### src/sv/rbd_pkg.sv
// Shared constants, types and helpers for the 2x2 RGB box downsampler.
`timescale 1ns / 1ps
package rbd_pkg;

  localparam int MAX_SRC_W   = 4096;
  localparam int STORE_DEPTH = MAX_SRC_W / 2;
  localparam int SLOT_W      = $clog2(STORE_DEPTH);
  localparam int COL_W       = $clog2(MAX_SRC_W);
  localparam int HEIGHT_LIM  = 4096;
  localparam int ROW_W       = $clog2(HEIGHT_LIM);
  localparam int CFG_W       = 13;
  localparam int CFG_IDX_W   = 1;
  localparam int PIX_W       = 8;
  localparam int SUM_W       = PIX_W + 1;
  localparam int ENTRY_W     = 3 * SUM_W;
  localparam int WCMP_W      = (COL_W + 1 > CFG_W) ? COL_W + 1 : CFG_W;
  localparam int HCMP_W      = (ROW_W + 1 > CFG_W) ? ROW_W + 1 : CFG_W;

  localparam logic [CFG_IDX_W-1:0] REG_SRC_WIDTH  = CFG_IDX_W'(0);
  localparam logic [CFG_IDX_W-1:0] REG_SRC_HEIGHT = CFG_IDX_W'(1);

  localparam logic [CFG_W-1:0] SRC_WIDTH_RST  = CFG_W'(640);
  localparam logic [CFG_W-1:0] SRC_HEIGHT_RST = CFG_W'(480);

  // At most one line store access per accepted pixel, plus the block context.
  typedef struct packed {
    logic               wr;
    logic               rd;
    logic [SLOT_W-1:0]  slot;
    logic [ENTRY_W-1:0] pair_sum;
    logic               row_end;
    logic               frame_end;
  } line_op_t;

  // Clamp to the maximum source width, force even, at least 2.
  function automatic logic [COL_W:0] eff_width(input logic [CFG_W-1:0] v);
    logic [WCMP_W-1:0] x;
    x = WCMP_W'(v);
    if (x > WCMP_W'(MAX_SRC_W)) x = WCMP_W'(MAX_SRC_W);
    x[0] = 1'b0;
    if (x < WCMP_W'(2)) x = WCMP_W'(2);
    return x[COL_W:0];
  endfunction

  function automatic logic [ROW_W:0] eff_height(input logic [CFG_W-1:0] v);
    logic [HCMP_W-1:0] x;
    x = HCMP_W'(v);
    if (x > HCMP_W'(HEIGHT_LIM)) x = HCMP_W'(HEIGHT_LIM);
    x[0] = 1'b0;
    if (x < HCMP_W'(2)) x = HCMP_W'(2);
    return x[ROW_W:0];
  endfunction

  // sum/4 rounded half up.
  function automatic logic [PIX_W-1:0] avg4(input logic [SUM_W:0] s);
    logic [SUM_W-1:0] t;
    t = SUM_W'(s >> 2) + SUM_W'(s[1]);
    return t[PIX_W-1:0];
  endfunction

endpackage

### src/sv/rbd_ctrl.sv
// Config registers, raster counters, held pixel and line store requests.
`timescale 1ns / 1ps
module rbd_ctrl (
  input  logic                         clk_i,
  input  logic                         rst_ni,
  input  logic                         cfg_we_i,
  input  logic [rbd_pkg::CFG_IDX_W-1:0] cfg_idx_i,
  input  logic [rbd_pkg::CFG_W-1:0]    cfg_data_i,
  input  logic                         accept_i,
  input  logic [rbd_pkg::PIX_W-1:0]    red_i,
  input  logic [rbd_pkg::PIX_W-1:0]    green_i,
  input  logic [rbd_pkg::PIX_W-1:0]    blue_i,
  input  logic                         frame_start_i,
  output rbd_pkg::line_op_t            op_o
);
  import rbd_pkg::*;

  logic [CFG_W-1:0]   src_width_q, src_height_q;
  logic [COL_W-1:0]   col_q, col_d;
  logic [ROW_W-1:0]   row_q, row_d;
  logic [3*PIX_W-1:0] held_q;

  logic [COL_W:0] w_eff, col0, col1, col_p;
  logic [ROW_W:0] h_eff, row0, row1, row2, row_p;
  logic [COL_W-1:0] col;
  logic [ROW_W-1:0] row;
  logic [SUM_W-1:0] sum_r, sum_g, sum_b;
  logic row_last;

  assign w_eff = eff_width(src_width_q);
  assign h_eff = eff_height(src_height_q);

  always_comb begin
    col0 = frame_start_i ? '0 : (COL_W + 1)'(col_q);
    row0 = frame_start_i ? '0 : (ROW_W + 1)'(row_q);
    // wrap counters left out of range by a register change
    if (col0 >= w_eff) begin
      col1 = '0;
      row1 = row0 + (ROW_W + 1)'(1);
    end else begin
      col1 = col0;
      row1 = row0;
    end
    row2 = (row1 >= h_eff) ? '0 : row1;
    col  = col1[COL_W-1:0];
    row  = row2[ROW_W-1:0];

    col_p    = (COL_W + 1)'(col) + (COL_W + 1)'(1);
    row_p    = (ROW_W + 1)'(row) + (ROW_W + 1)'(1);
    row_last = (col_p >= w_eff);
    if (row_last) begin
      col_d = '0;
      row_d = (row_p >= h_eff) ? '0 : row_p[ROW_W-1:0];
    end else begin
      col_d = col_p[COL_W-1:0];
      row_d = row;
    end

    sum_r = SUM_W'(held_q[3*PIX_W-1:2*PIX_W]) + SUM_W'(red_i);
    sum_g = SUM_W'(held_q[2*PIX_W-1:PIX_W]) + SUM_W'(green_i);
    sum_b = SUM_W'(held_q[PIX_W-1:0]) + SUM_W'(blue_i);

    op_o.wr        = accept_i && col[0] && !row[0];
    op_o.rd        = accept_i && col[0] && row[0];
    op_o.slot      = col[COL_W-1:1];
    op_o.pair_sum  = {sum_r, sum_g, sum_b};
    op_o.row_end   = row_last;
    op_o.frame_end = row_last && (row_p >= h_eff);
  end

  always_ff @(posedge clk_i or negedge rst_ni) begin
    if (!rst_ni) begin
      src_width_q  <= SRC_WIDTH_RST;
      src_height_q <= SRC_HEIGHT_RST;
      col_q        <= '0;
      row_q        <= '0;
      held_q       <= '0;
    end else begin
      if (cfg_we_i) begin
        case (cfg_idx_i)
          REG_SRC_WIDTH:  src_width_q  <= cfg_data_i;
          REG_SRC_HEIGHT: src_height_q <= cfg_data_i;
          default: ;
        endcase
      end
      if (accept_i) begin
        col_q <= col_d;
        row_q <= row_d;
        if (!col[0]) begin
          held_q <= {red_i, green_i, blue_i};
        end
      end
    end
  end

endmodule

### config.mk
export PLATFORM = sky130hd
export DESIGN_NAME = rbd_ctrl
export DESIGN_NICKNAME = d
export VERILOG_FILES = /design/src/sv/rbd_pkg.sv /design/src/sv/rbd_ctrl.sv
export SDC_FILE = /design/constraint.sdc
export NUM_CORES = 1
export LEC_CHECK = 0
export BUFFER_PORTS_ARGS = -buffer_cell sky130_fd_sc_hd__buf_2
export CAP_MARGIN = 30
export CORE_AREA = 2 2 122 124
export DETAILED_ROUTE_END_ITERATION = 10
export DIE_AREA = 0 0 124 126
export PLACE_DENSITY = 0.67
export SLEW_MARGIN = 20
export SYNTH_ARGS = -nofsm -noshare
export SYNTH_HDL_FRONTEND = slang
export SYNTH_SLANG_ARGS = --single-unit
### constraint.sdc
create_clock -name clk_i -period 13.4 [get_ports clk_i]
set_clock_uncertainty 0.05 [all_clocks]
set_input_delay 1.34 -clock clk_i [delete_from_list [all_inputs] [get_ports clk_i]]
set_output_delay 1.34 -clock clk_i [all_outputs]
set_load 0.02 [all_outputs]
Word level (Yosys, flattened, before mapping)
Index checks and enable logic that the tools add are counted.

$add $sub $neg: 6. Order comparisons: 8. Muxes and demuxes: 12. Bitwise gates (word level): 2. Reduce and logical (&&, ||, !) cells: 8.

Operator list (count): two-way mux 12 bit (7); two-way mux 13 bit (5); adder 12 x 1 -> 13 bit (second input constant) (3); >= comparator 13 bit (3); adder 8 x 8 -> 9 bit (3); greater-than comparator 13 bit (second input constant) (2); < comparator 13 x 2 -> 1 bit (second input constant) (2); >= comparator 12 x 13 -> 1 bit (1); AND reduction 2 bit (3); logical AND 1 bit (4); inverter 1 bit (2); zero test 1 bit (1).

Register bits: 74. Input bits: 43.

Logic depth before layout (Yosys ltp)
Depth after elaboration: 12. Gate-level depth with buffers: 36. Depth with buffers taken out: 33.

Least setup slack after synthesis
Ideal clock, no wire load.

Path kind: input to output. Start point: input port frame_start_i. End point: output port op_o[0] (netlist bit). Arrival: 7.689 ns. Data required time: 12.010 ns. Setup slack: 4.321 ns. Cell stages on the path: 30. Buffers on the path: 5. Cell sequence: buf_6 -> clkbuf_1 -> clkbuf_1 -> nor2b_1 -> ha_1 -> o21ai_0 -> o2bb2ai_1 -> or4_1 -> o32ai_1 -> mux2_2 -> ha_1 -> a211oi_1 -> nand2_1 -> a221o_1 -> a21o_1 -> a21o_1 -> clkbuf_1 -> nor2_1 -> ha_1 -> nand3_1 -> nor4_1 -> xnor2_1 -> nor2_1 -> ha_1 -> o41ai_1 -> o21ai_0 -> a221o_1 -> a21oi_1 -> clkbuf_1 -> nor2_1.

RTL lines: from (decl) (RTL line rbd_ctrl.sv:13) `input logic frame_start_i,`; to (decl) (RTL line rbd_ctrl.sv:14) `output rbd_pkg::line_op_t op_o`.

==> flow_summary.json <==
{
  "outcome": "finished, final reports clean",
  "seq_area_frac_synth": 0.291,
  "start_kind": "input pin",
  "clockPowerShare": 0.284,
  "cts-root-buf": "clkbuf_16",
  "async_reset_ff_frac": 1.00,
  "placed_area_um2": 6890,
  "max_slew.worst_pin.slew_ns": 0.927,
  "vdd_drop_max_mv": 0.0768,
  "synth_edf_count": 0,
  "nets": 888,
  "viasPerCell": 5.73,
  "max_cap_violations": 0,
  "required_ns": 12.01,
  "drt-total-wl_um": 16900,
  "final_common_cell": "buf_2",
  "min_path_type": "register to register",
  "critPathMaxFanout": 37,
  "slew_headroom": 0.382,
  "fin_ws_ns": 3.41,
  "rows": 44,
  "diodes": 0,
  "fmax_mhz": 100,
  "slowest_delay_ns": 0.72,
  "clk_path_buf_depth": 2,
  "syn-cell-area_um2": 6310,
  "drc_errors": 0,
  "start_util": 0.441,
  "synth_cells": 691,
  "insertion_delay_ns": 0.36,
  "wl_per_cell_um": 17.7,
  "final_cell_mix": "buf_2, ha_1, dfrtp_1, nand2_1, mux2_2",
  "dieArea_um2": 15600,
  "holdBufCountCts": 0,
  "post-route-period-util": 0.745,
  "p_int_w": 0.000553,
  "drive_gt1_frac": 0.234,
  "hold_viol_final": 0,
  "grt_max_degree": 74,
  "grtUsageTotal": 0.223,
  "sequentialPowerShare": 0.307,
  "via_count": 5482,
  "path_clk_slew_ns": 0.06,
  "grt_overflow": 0,
  "final_area_um2": 7220,
  "synth-warning-count": 0,
  "post-place-ws_ns": 3.55,
  "avgSynthCellArea_um2": 9.14,
  "cts_tree": "done",
  "synthDistinctLibCells": 79,
  "drtIter0Drc": 395,
  "post-cts-setup-buffers": 0,
  "gp_congestion": 0.914,
  "swShare": 0.395,
  "post_cts_resized": 0,
  "numCtsBuffers": 9,
  "port_buffers": 84,
  "grt_pass1_wl_um": 27200,
  "rsz0062_at_grt": "no",
  "area_growth_pct": 14.4,
  "cp.arrival_ns": 8.60,
  "fill_cells": 1349,
  "cp_common_cell": "ha_1",
  "cp_slowest_cell": "a21oi_1",
  "endpoint_kind": "output pin",
  "clock_sinks": 73,
  "tns_ns": 0,
  "io-pin-count": 85,
  "synth_top_flop_cell": "dfrtp_1",
  "report.final.slew_viol_count": 0,
  "syn-num-nets": 811,
  "grt_pass1_vias": 5282,
  "setup_violations": 0,
  "ant_nets": 0,
  "timing.hold.ws_ns": 0.459,
  "combPwrFrac": 0.410,
  "fin_crit_ns": 9.99,
  "die_w_um": 124,
  "die_y_um": 126,
  "crit_type": "input pin to output pin",
  "hpwl_um": 13100,
  "drt_pre_antenna_iters": 5,
  "ys_seq_elements": 73,
  "core-area_um2": 14300,
  "antenna_found_initial": 0,
  "power_switching_w": 0.000360,
  "htree_levels": 3,
  "leakage_nw": 3.41,
  "power_density_nw_per_um2": 126
}
[kinds of logic (layout without fill, tap and decap cells)]
| logic type | count (synthesis) | count (layout) | share of synthesized area |
|---|---|---|---|
| compound gates | 145 | 145 | 0.161 |
| simple gates | 236 | 236 | 0.200 |
| buf+inv | 69 | 151 | 0.0462 |
| fa+ha+maj | 77 | 77 | 0.156 |
| mux | 55 | 55 | 0.0965 |
| xor+xnor | 36 | 36 | 0.0499 |
| flops | 73 | 73 | 0.291 |
[worst max-delay path, delay by kind of cell]
kind | cells | cell delay (ns)
muxes | 1 | 0.34
buffers and inverters | 4 | 0.90
and+or+nand+nor | 6 | 1.03
adders and majority gates | 4 | 1.14
AOI/OAI and AO/OA | 13 | 3.61
xor gates and xnor gates | 1 | 0.21
[state kept, by name (all words and copies together) (netlist names)]
register / count
src_height_q: 13
col_q: 12
src_width_q: 12
held_q: 24
row_q: 12
[power by group through the flow]
stage | Clock [W] | Combinational [W] | Sequential [W]
global placement | 0 | 0.000361 | 0.000282
floorplan | 0 | 0.000273 | 0.000275
CTS | 0.000265 | 0.000373 | 0.000280
global route | 0.000273 | 0.000410 | 0.000285
finish | 0.000259 | 0.000374 | 0.000280
detailed placement | 0 | 0.000371 | 0.000284
[cell usage after synthesis, types with 7 or more instances]
cell type / number / area share
xnor2_1: 26 / 0.036
ha_1: 74 / 0.15
nand2b_1: 7 / 0.0069
inv_1: 44 / 0.026
o21bai_1: 7 / 0.0083
a22o_1: 8 / 0.011
a21oi_1: 36 / 0.029
nor3_1: 12 / 0.0095
nand4_1: 18 / 0.018
nor2_1: 42 / 0.025
xor2_1: 10 / 0.014
mux2i_1: 8 / 0.013
nand3_1: 19 / 0.015
dfrtp_1: 67 / 0.27
nand2_1: 64 / 0.038
mux2_2: 47 / 0.084
o21ai_0: 27 / 0.021
nor4_1: 9 / 0.0089
clkbuf_1: 14 / 0.0083
a21o_1: 15 / 0.018
nor2b_1: 21 / 0.021
[final cells by class]
cell class              count  area [µm²]  area share
flip-flops and latches     73        1830       0.254
well taps                 184         230      0.0319
inverters                  47         189      0.0262
clock inverters             7        85.1      0.0118
clock buffers               9         225      0.0312
multi-input cells         549        4190       0.580
repair buffers             88         470      0.0651
[metrics by stage]
step | util | total power, W | instances
after CTS | 0.503 | 0.000918 | 956
after global placement | 0.480 | 0.000643 | 938
after global routing | 0.505 | 0.000968 | 957
final | 0.505 | 0.000913 | 957
after detailed placement | 0.481 | 0.000655 | 940
after floorplan | - | 0.000547 | 691
[metal layers]
metal	part of all wire	track usage
met1	0.46	0.306
met2	0.48	0.353
met3	0.040	0.0299
met4	0.027	0.0912
met5	0	0
[path summary, 6_finish.rpt]
path | startpoint | to | slack, ns | depth (start not counted)
min | held_q[0] | held_q[0] | 0.46 | 1
max | frame_start_i | op_o[0] | 3.41 | 29
max in group asynchronous | rst_ni | src_width_q[9] | 11.64 | 3
min reg2reg | held_q[0] | held_q[0] | 0.46 | 1
min in group asynchronous | rst_ni | held_q[22] | 1.01 | 2
max reg2reg | src_width_q[6] | row_q[6] | 5.08 | 30
Power figures use the tool's default switching activity.
