[src/sv/rbd_pkg.sv]
// Shared constants, types and helpers for the 2x2 RGB box downsampler.
`timescale 1ns / 1ps
package rbd_pkg;

  localparam int MAX_SRC_W   = 4096;
  localparam int STORE_DEPTH = MAX_SRC_W / 2;
  localparam int SLOT_W      = $clog2(STORE_DEPTH);
  localparam int COL_W       = $clog2(MAX_SRC_W);
  localparam int HEIGHT_LIM  = 4096;
  localparam int ROW_W       = $clog2(HEIGHT_LIM);
  localparam int CFG_W       = 13;
  localparam int CFG_IDX_W   = 1;
  localparam int PIX_W       = 8;
  localparam int SUM_W       = PIX_W + 1;
  localparam int ENTRY_W     = 3 * SUM_W;
  localparam int WCMP_W      = (COL_W + 1 > CFG_W) ? COL_W + 1 : CFG_W;
  localparam int HCMP_W      = (ROW_W + 1 > CFG_W) ? ROW_W + 1 : CFG_W;

  localparam logic [CFG_IDX_W-1:0] REG_SRC_WIDTH  = CFG_IDX_W'(0);
  localparam logic [CFG_IDX_W-1:0] REG_SRC_HEIGHT = CFG_IDX_W'(1);

  localparam logic [CFG_W-1:0] SRC_WIDTH_RST  = CFG_W'(640);
  localparam logic [CFG_W-1:0] SRC_HEIGHT_RST = CFG_W'(480);

  // At most one line store access per accepted pixel, plus the block context.
  typedef struct packed {
    logic               wr;
    logic               rd;
    logic [SLOT_W-1:0]  slot;
    logic [ENTRY_W-1:0] pair_sum;
    logic               row_end;
    logic               frame_end;
  } line_op_t;

  // Clamp to the maximum source width, force even, at least 2.
  function automatic logic [COL_W:0] eff_width(input logic [CFG_W-1:0] v);
    logic [WCMP_W-1:0] x;
    x = WCMP_W'(v);
    if (x > WCMP_W'(MAX_SRC_W)) x = WCMP_W'(MAX_SRC_W);
    x[0] = 1'b0;
    if (x < WCMP_W'(2)) x = WCMP_W'(2);
    return x[COL_W:0];
  endfunction

  function automatic logic [ROW_W:0] eff_height(input logic [CFG_W-1:0] v);
    logic [HCMP_W-1:0] x;
    x = HCMP_W'(v);
    if (x > HCMP_W'(HEIGHT_LIM)) x = HCMP_W'(HEIGHT_LIM);
    x[0] = 1'b0;
    if (x < HCMP_W'(2)) x = HCMP_W'(2);
    return x[ROW_W:0];
  endfunction

  // sum/4 rounded half up.
  function automatic logic [PIX_W-1:0] avg4(input logic [SUM_W:0] s);
    logic [SUM_W-1:0] t;
    t = SUM_W'(s >> 2) + SUM_W'(s[1]);
    return t[PIX_W-1:0];
  endfunction

endpackage

[src/sv/rbd_out.sv]
// Block sum, rounding and output register with stall handling.
`timescale 1ns / 1ps
module rbd_out (
  input  logic                         clk_i,
  input  logic                         rst_ni,
  input  rbd_pkg::line_op_t            op_i,
  input  logic [rbd_pkg::ENTRY_W-1:0]  rd_data_i,
  input  logic                         out_stall_i,
  output logic                         in_stall_o,
  output logic                         out_valid_o,
  output logic [rbd_pkg::PIX_W-1:0]    red_o,
  output logic [rbd_pkg::PIX_W-1:0]    green_o,
  output logic [rbd_pkg::PIX_W-1:0]    blue_o,
  output logic                         row_end_o,
  output logic                         frame_end_o
);
  import rbd_pkg::*;

  logic               s1_valid_q;
  logic [ENTRY_W-1:0] s1_sum_q;
  logic               s1_row_end_q, s1_frame_end_q;
  logic               out_valid_q;
  logic [PIX_W-1:0]   red_q, green_q, blue_q;
  logic               row_end_q, frame_end_q;
  logic               out_free, s1_adv;
  logic [SUM_W:0]     tot_r, tot_g, tot_b;

  assign out_free   = !out_valid_q || !out_stall_i;
  assign s1_adv     = s1_valid_q && out_free;
  // hold input while the read data waits behind a full output
  assign in_stall_o = s1_valid_q && !out_free;

  assign tot_r = (SUM_W + 1)'(s1_sum_q[3*SUM_W-1:2*SUM_W])
               + (SUM_W + 1)'(rd_data_i[3*SUM_W-1:2*SUM_W]);
  assign tot_g = (SUM_W + 1)'(s1_sum_q[2*SUM_W-1:SUM_W])
               + (SUM_W + 1)'(rd_data_i[2*SUM_W-1:SUM_W]);
  assign tot_b = (SUM_W + 1)'(s1_sum_q[SUM_W-1:0])
               + (SUM_W + 1)'(rd_data_i[SUM_W-1:0]);

  always_ff @(posedge clk_i or negedge rst_ni) begin
    if (!rst_ni) begin
      s1_valid_q  <= 1'b0;
      out_valid_q <= 1'b0;
    end else begin
      if (op_i.rd) begin
        s1_valid_q <= 1'b1;
      end else if (s1_adv) begin
        s1_valid_q <= 1'b0;
      end
      if (s1_adv) begin
        out_valid_q <= 1'b1;
      end else if (!out_stall_i) begin
        out_valid_q <= 1'b0;
      end
    end
  end

  always_ff @(posedge clk_i) begin
    if (op_i.rd) begin
      s1_sum_q       <= op_i.pair_sum;
      s1_row_end_q   <= op_i.row_end;
      s1_frame_end_q <= op_i.frame_end;
    end
    if (s1_adv) begin
      red_q       <= avg4(tot_r);
      green_q     <= avg4(tot_g);
      blue_q      <= avg4(tot_b);
      row_end_q   <= s1_row_end_q;
      frame_end_q <= s1_frame_end_q;
    end
  end

  assign out_valid_o = out_valid_q;
  assign red_o       = red_q;
  assign green_o     = green_q;
  assign blue_o      = blue_q;
  assign row_end_o   = row_end_q;
  assign frame_end_o = frame_end_q;

endmodule

[config.mk]
export PLATFORM = sky130hd
export DESIGN_NAME = rbd_out
export DESIGN_NICKNAME = d
export VERILOG_FILES = /design/src/sv/rbd_pkg.sv /design/src/sv/rbd_out.sv
export SDC_FILE = /design/constraint.sdc
export NUM_CORES = 1
export LEC_CHECK = 0
export ABC_CLOCK_PERIOD_IN_PS = 3780
export BUFFER_PORTS_ARGS = -buffer_cell sky130_fd_sc_hd__buf_2
export CORE_UTILIZATION = 52
export CTS_CLUSTER_SIZE = 25
export DETAILED_ROUTE_END_ITERATION = 10
export PLACE_DENSITY = 0.81
export SLEW_MARGIN = 30
export SYNTH_ARGS = -nofsm -noshare
export SYNTH_HDL_FRONTEND = slang
export SYNTH_SLANG_ARGS = --single-unit
[constraint.sdc]
create_clock -name clk_i -period 3.78 [get_ports clk_i]
set_input_delay 0.756 -clock clk_i [delete_from_list [all_inputs] [get_ports clk_i]]
set_output_delay 0.756 -clock clk_i [all_outputs]
set_load 0.05 [all_outputs]
After elaboration in Yosys (flattened, before gate mapping)
Index checks and enable logic that the tools add are counted.
{"block": "classes", "n_addsub": 6, "eq_ne": 1, "mux": 4, "n_reduce_logical": 7}
{"operator": "$add 9x9->10", "n": 3}
{"operator": "$add 8x1->8", "n": 3}
{"operator": "$mux 1", "n": 4}
{"operator": "$logic_not 1->1", "n": 3}
{"operator": "$logic_and 1x1->1", "n": 2}
{"operator": "$ne 2x1->1 const B", "n": 1}
{"operator": "$reduce_bool 2->1", "n": 1}
{"operator": "$logic_or 1x1->1", "n": 1}
{"block": "word_totals", "reg_bits": 57, "in_bits": 72, "output_inout_bits": 28, "word_cells": 28}

Logic depth before layout (Yosys ltp)
{"block": "logic_depth", "ltp_word": 5, "mapped_depth": 9, "ltp_nobuf": 9}

Least setup slack after synthesis
OpenSTA, ideal clock, no wires.
{"block": "synth_timing", "path_kind": "input to register", "start": "input port out_stall_i", "end": "register blue_q[0] (netlist: blue_o[0]), enable pin", "setup_time_ns": 0.449, "arrival_ns": 2.703, "t_required_ns": 3.331, "setup_slack_ns": 0.628, "stages": 1, "path_buffers": 0, "path_cell_list": "a21boi_0"}
{"block": "synth_between", "elab_chain_cells": 3}
{"element": "start, declared", "line": "rbd_out.sv:8", "text": "input logic out_stall_i,"}
{"element": "$logic_not 1->1"}
{"element": "$logic_or 1x1->1", "line": "rbd_out.sv:28", "text": "assign out_free = !out_valid_q || !out_stall_i;"}
{"element": "$logic_and 1x1->1", "line": "rbd_out.sv:29", "text": "assign s1_adv = s1_valid_q && out_free;"}
{"element": "end signal, assigned", "line": "rbd_out.sv:67", "text": "blue_q <= avg4(tot_b);"}
{"element": "end, declared", "line": "rbd_out.sv:23", "text": "logic [PIX_W-1:0] red_q, green_q, blue_q;"}
Every way passes these cells.
A chain may end at the register's enable or synchronous reset.

Worst setup path in the final report
{"block": "layout_timing", "start": "input port rd_data_i[18] (netlist bit)", "end": "register red_q[7] (netlist: red_o[7]) (data pin)"}
{"block": "layout_between", "elab_chain_cells": 2}
{"element": "start, declared", "line": "rbd_out.sv:7", "text": "input logic [rbd_pkg::ENTRY_W-1:0] rd_data_i,"}
{"element": "$add 9x9->10", "line": "rbd_out.sv:34", "text": "+ (SUM_W + 1)'(rd_data_i[3*SUM_W-1:2*SUM_W]);"}
{"element": "$add 8x1->8", "line": "rbd_pkg.sv:57", "text": "t = SUM_W'(s >> 2) + SUM_W'(s[1]);"}
{"element": "end signal, assigned", "line": "rbd_out.sv:65", "text": "red_q <= avg4(tot_r);"}
{"element": "end, declared", "line": "rbd_out.sv:23"}
Every way passes these cells.

==> results.md <==
- Run status: finished clean
- Leak: 1.662 nW
- GPL Wtd Cong: 0.8497
- Initial core utilization: 54.41%
- Multi-input logic area: 0.001511 mm^2
- Diode count: 0
- Clock power share: 23.2%
- Post-synth EDFFs: 55
- Synth Area in Compound Gates: around 14%
- Register area share after synthesis: about 52%
- Sw Pwr: 663.7 uW
- Clk_lat worst skew: 0.32 ns
- Die X: 81.17 um
- Sequential group share of total power: 43.2%
- Root cell of the clock tree: clkbuf_8
- Final Hold Viols: 0
- Post-layout net count: 453
- GRT overflow: 0
- Slew @ Worst Pin: 0.6727 ns
- Setup crit end kind: flip-flop
- Critical path class: in2reg
- Vias in the first global route: ~2.1k
- YS warnings: 0
- CP max-delay cell: fa_1
- Reg clk slew, reported paths: about 0.060 ns
- Switching portion of total power: 34.77%
- DR vias: 2290
- Count of cell types in the netlist: between 50 and 60
- Ys async rst share: 3.509%
- # H-tree levels: 3
- Remaining DRCs: 0
- Synth area leader: edfxtp_1
- Post-Synth XOR/XNOR Area: 8.061%
- Most frequent cells in the layout: buf_2, edfxtp_1, ha_1
- Max Used Layer: met4
- Req. time, crit path: 3.86 ns
- Total track usage: a little under a fifth
- Post-Syn Instances: 252
- Critical Path Start Type: primary input
- Post-route ant nets: 0
- Final setup TNS: 0 ns
- PortBufs: 87
- Largest family of logic cells by synthesized area: compound AO/OA/AOI/OAI gates
- Layout cells sized above 1: 32.95%
- FP Rows: 28
- CTS Buffer Depth: 2
- Postcts setup bufs: 0
- Via density: between 5 and 6
- Final Max Tran Viols: 0
- First drt pass iteration count: 4
- HP Class: in2async
- Slowest Stage Delay on Critical Path: 0.41 ns
- Routed Wire Length: 5694 um
- Syn_nets: about 360
- Top_reg_cell synth: edfxtp_1
- Slew Limit Headroom: 55.15%
- Dominant cells by area after synthesis: edfxtp_1, ha_1, xnor2_1, xor2_1, a21oi_1
- Synth top area share: slightly above 50%
- Crit-path max FO: 3
- Reported max-cap violation count: 0
- CTS Buf Count: 9
- Period Utilization, post-route: 72.70%
- Detailed placement HPWL: 4376 um
- Die H: 81.17 um
- Initial DRC count: 82
- Clock skew: between 0.003 and 0.004 ns
- Logic pwr share: about 34%
- Netlist Area Pre-Place: 0.003259 mm^2
- #FFs+latches synth: 57
- Pwr/cell area: 486.2 mW/mm^2
- Critical path, cell by cell: buf_2 > and2_1 > fa_1 > a211oi_1 > nor2_1 > o21ai_0 > a21oi_1 > xnor2_1 > nor3_2 > xnor2_1
- Max Fclk: 0.3639 GHz
- Hold slack: 0.2036 ns
- Internal Pwr Total: 1.245 mW
- Met2 Wirelength: 2823 um
- Commonest non-fill, non-tap cell in the layout: buf_2
- TritonCTS clock tree: built
- RSZ-0062 raised after global routing: no
- Arr. time, crit path: between 2 and 3 ns
- Peak supply drop: around 0.27 mV
- Final setup vio count: 0
- I/O Pins: 100
- Simple-gate area share of the yosys netlist: 10.71%
- Clock Sinks: 57
- Core area: 0.005991 mm^2
- Mean post-synth cell area: ~13 um^2
- Final Critical Period: ~2.7 ns
- P&R area growth vs syn: 20.46%
- Synth Area in Adders: a little over an eighth
- Storage cell area: 0.001702 mm^2
- Critical path's most frequent cell: xnor2_1
- CTS resizes: 0
- M1 WL: 2445 um
- Mux cell area share after synthesis: 0%
- Hold Buf Count CTS: 0
- DR WL met3: 298 um
- WL per Instance: 13.33 um
- Filler Cells Inserted: 458
- Largest net degree at the start of global routing: 31
- First-pass GRT wire length: 9039 um
- Initial antenna violation count: 0
- Die ar.: 0.006589 mm^2
## cells by family after synthesis
| family | Yosys count |
|---|---|
| adder cells (fa/ha/maj) | 33 |
| AO/OA/AOI/OAI | 60 |
| flip-flops | 57 |
| XOR/XNOR | 30 |
| AND/OR/NAND/NOR | 62 |
| buffers and inverters | 10 |
## final timing paths
path                               start     endpoint  slack [ns]  cells after the start
setup / recovery           rd_data_i[18]     red_o[7]        1.03                     10
hold / removal                    rst_ni  out_valid_o        0.20                      1
setup reg to reg            s1_sum_q[18]     red_o[7]        1.19                      9
hold reg to reg             s1_row_end_q    row_end_o        0.43                      0
max in group asynchronous         rst_ni   s1_valid_q        3.48                      1
min in group clk_i          s1_row_end_q    row_end_o        0.43                      0
## state kept, by name, summed over array words and instances, names as in the netlist
register	count
s1_valid_q	1
green_o	8
s1_frame_end_q	1
blue_o	8
out_valid_o	1
s1_row_end_q	1
red_o	8
s1_sum_q	27
frame_end_o	1
row_end_o	1
## final cells by class
class	count	share of cell area, %
Inverter	7	0.6692
Clock buffer	9	3.155
Multi-Input combinational cell	185	38.50
Sequential cell	57	43.34
Timing Repair Buffer	88	11.28
Clock inverter	6	0.6692
Tap cell	75	2.390
## per-layer routing
layer	global-route usage (%)	vias to the layer above
met4	9.286	0
li1	-	1161
met1	21.81	1055
met3	4.270	12
met2	32.18	62
met5	0	-
## worst max-delay path, delay by kind of cell
kind	cells	cell delay (ns)
compound gates	3	0.80
xor+xnor	2	0.40
fa+ha+maj	1	0.41
buf+inv	1	0.11
simple gates	3	0.34
## synthesized netlist by cell type, types with 6 or more instances
master,n
a21oi_1,16
nand2_1,9
nor2_1,13
a21o_1,6
nand3_1,7
edfxtp_1,55
ha_1,30
nand4_1,6
xor2_1,14
o21a_1,7
xnor2_1,16
inv_1,7
## power by group through the flow
stage,Combinational (mW),Clock (mW),Sequential (mW)
floorplan,0.316,0,1.02
global placement,0.619,0,0.836
detailed placement,0.642,0,0.840
CTS,0.644,0.458,0.827
global route,0.700,0.485,0.834
finish,0.640,0.443,0.825
## through the flow
step           cell area (um^2)  instances  setup slack [ns]  utilization, %  power, mW
2_1_floorplan              3259        252            0.6279               -      1.334
6_report                   3926        427             1.032           65.54      1.909
3_3_place_gp               3776        412            0.8107           63.03      1.455
4_1_cts                    3926        427             1.072           65.54      1.930
5_1_grt                    3926        427            0.8753           65.54      2.018
3_5_place_dp               3776        412            0.7263           63.03      1.482
No activity file was read; power rests on OpenSTA's default activity.
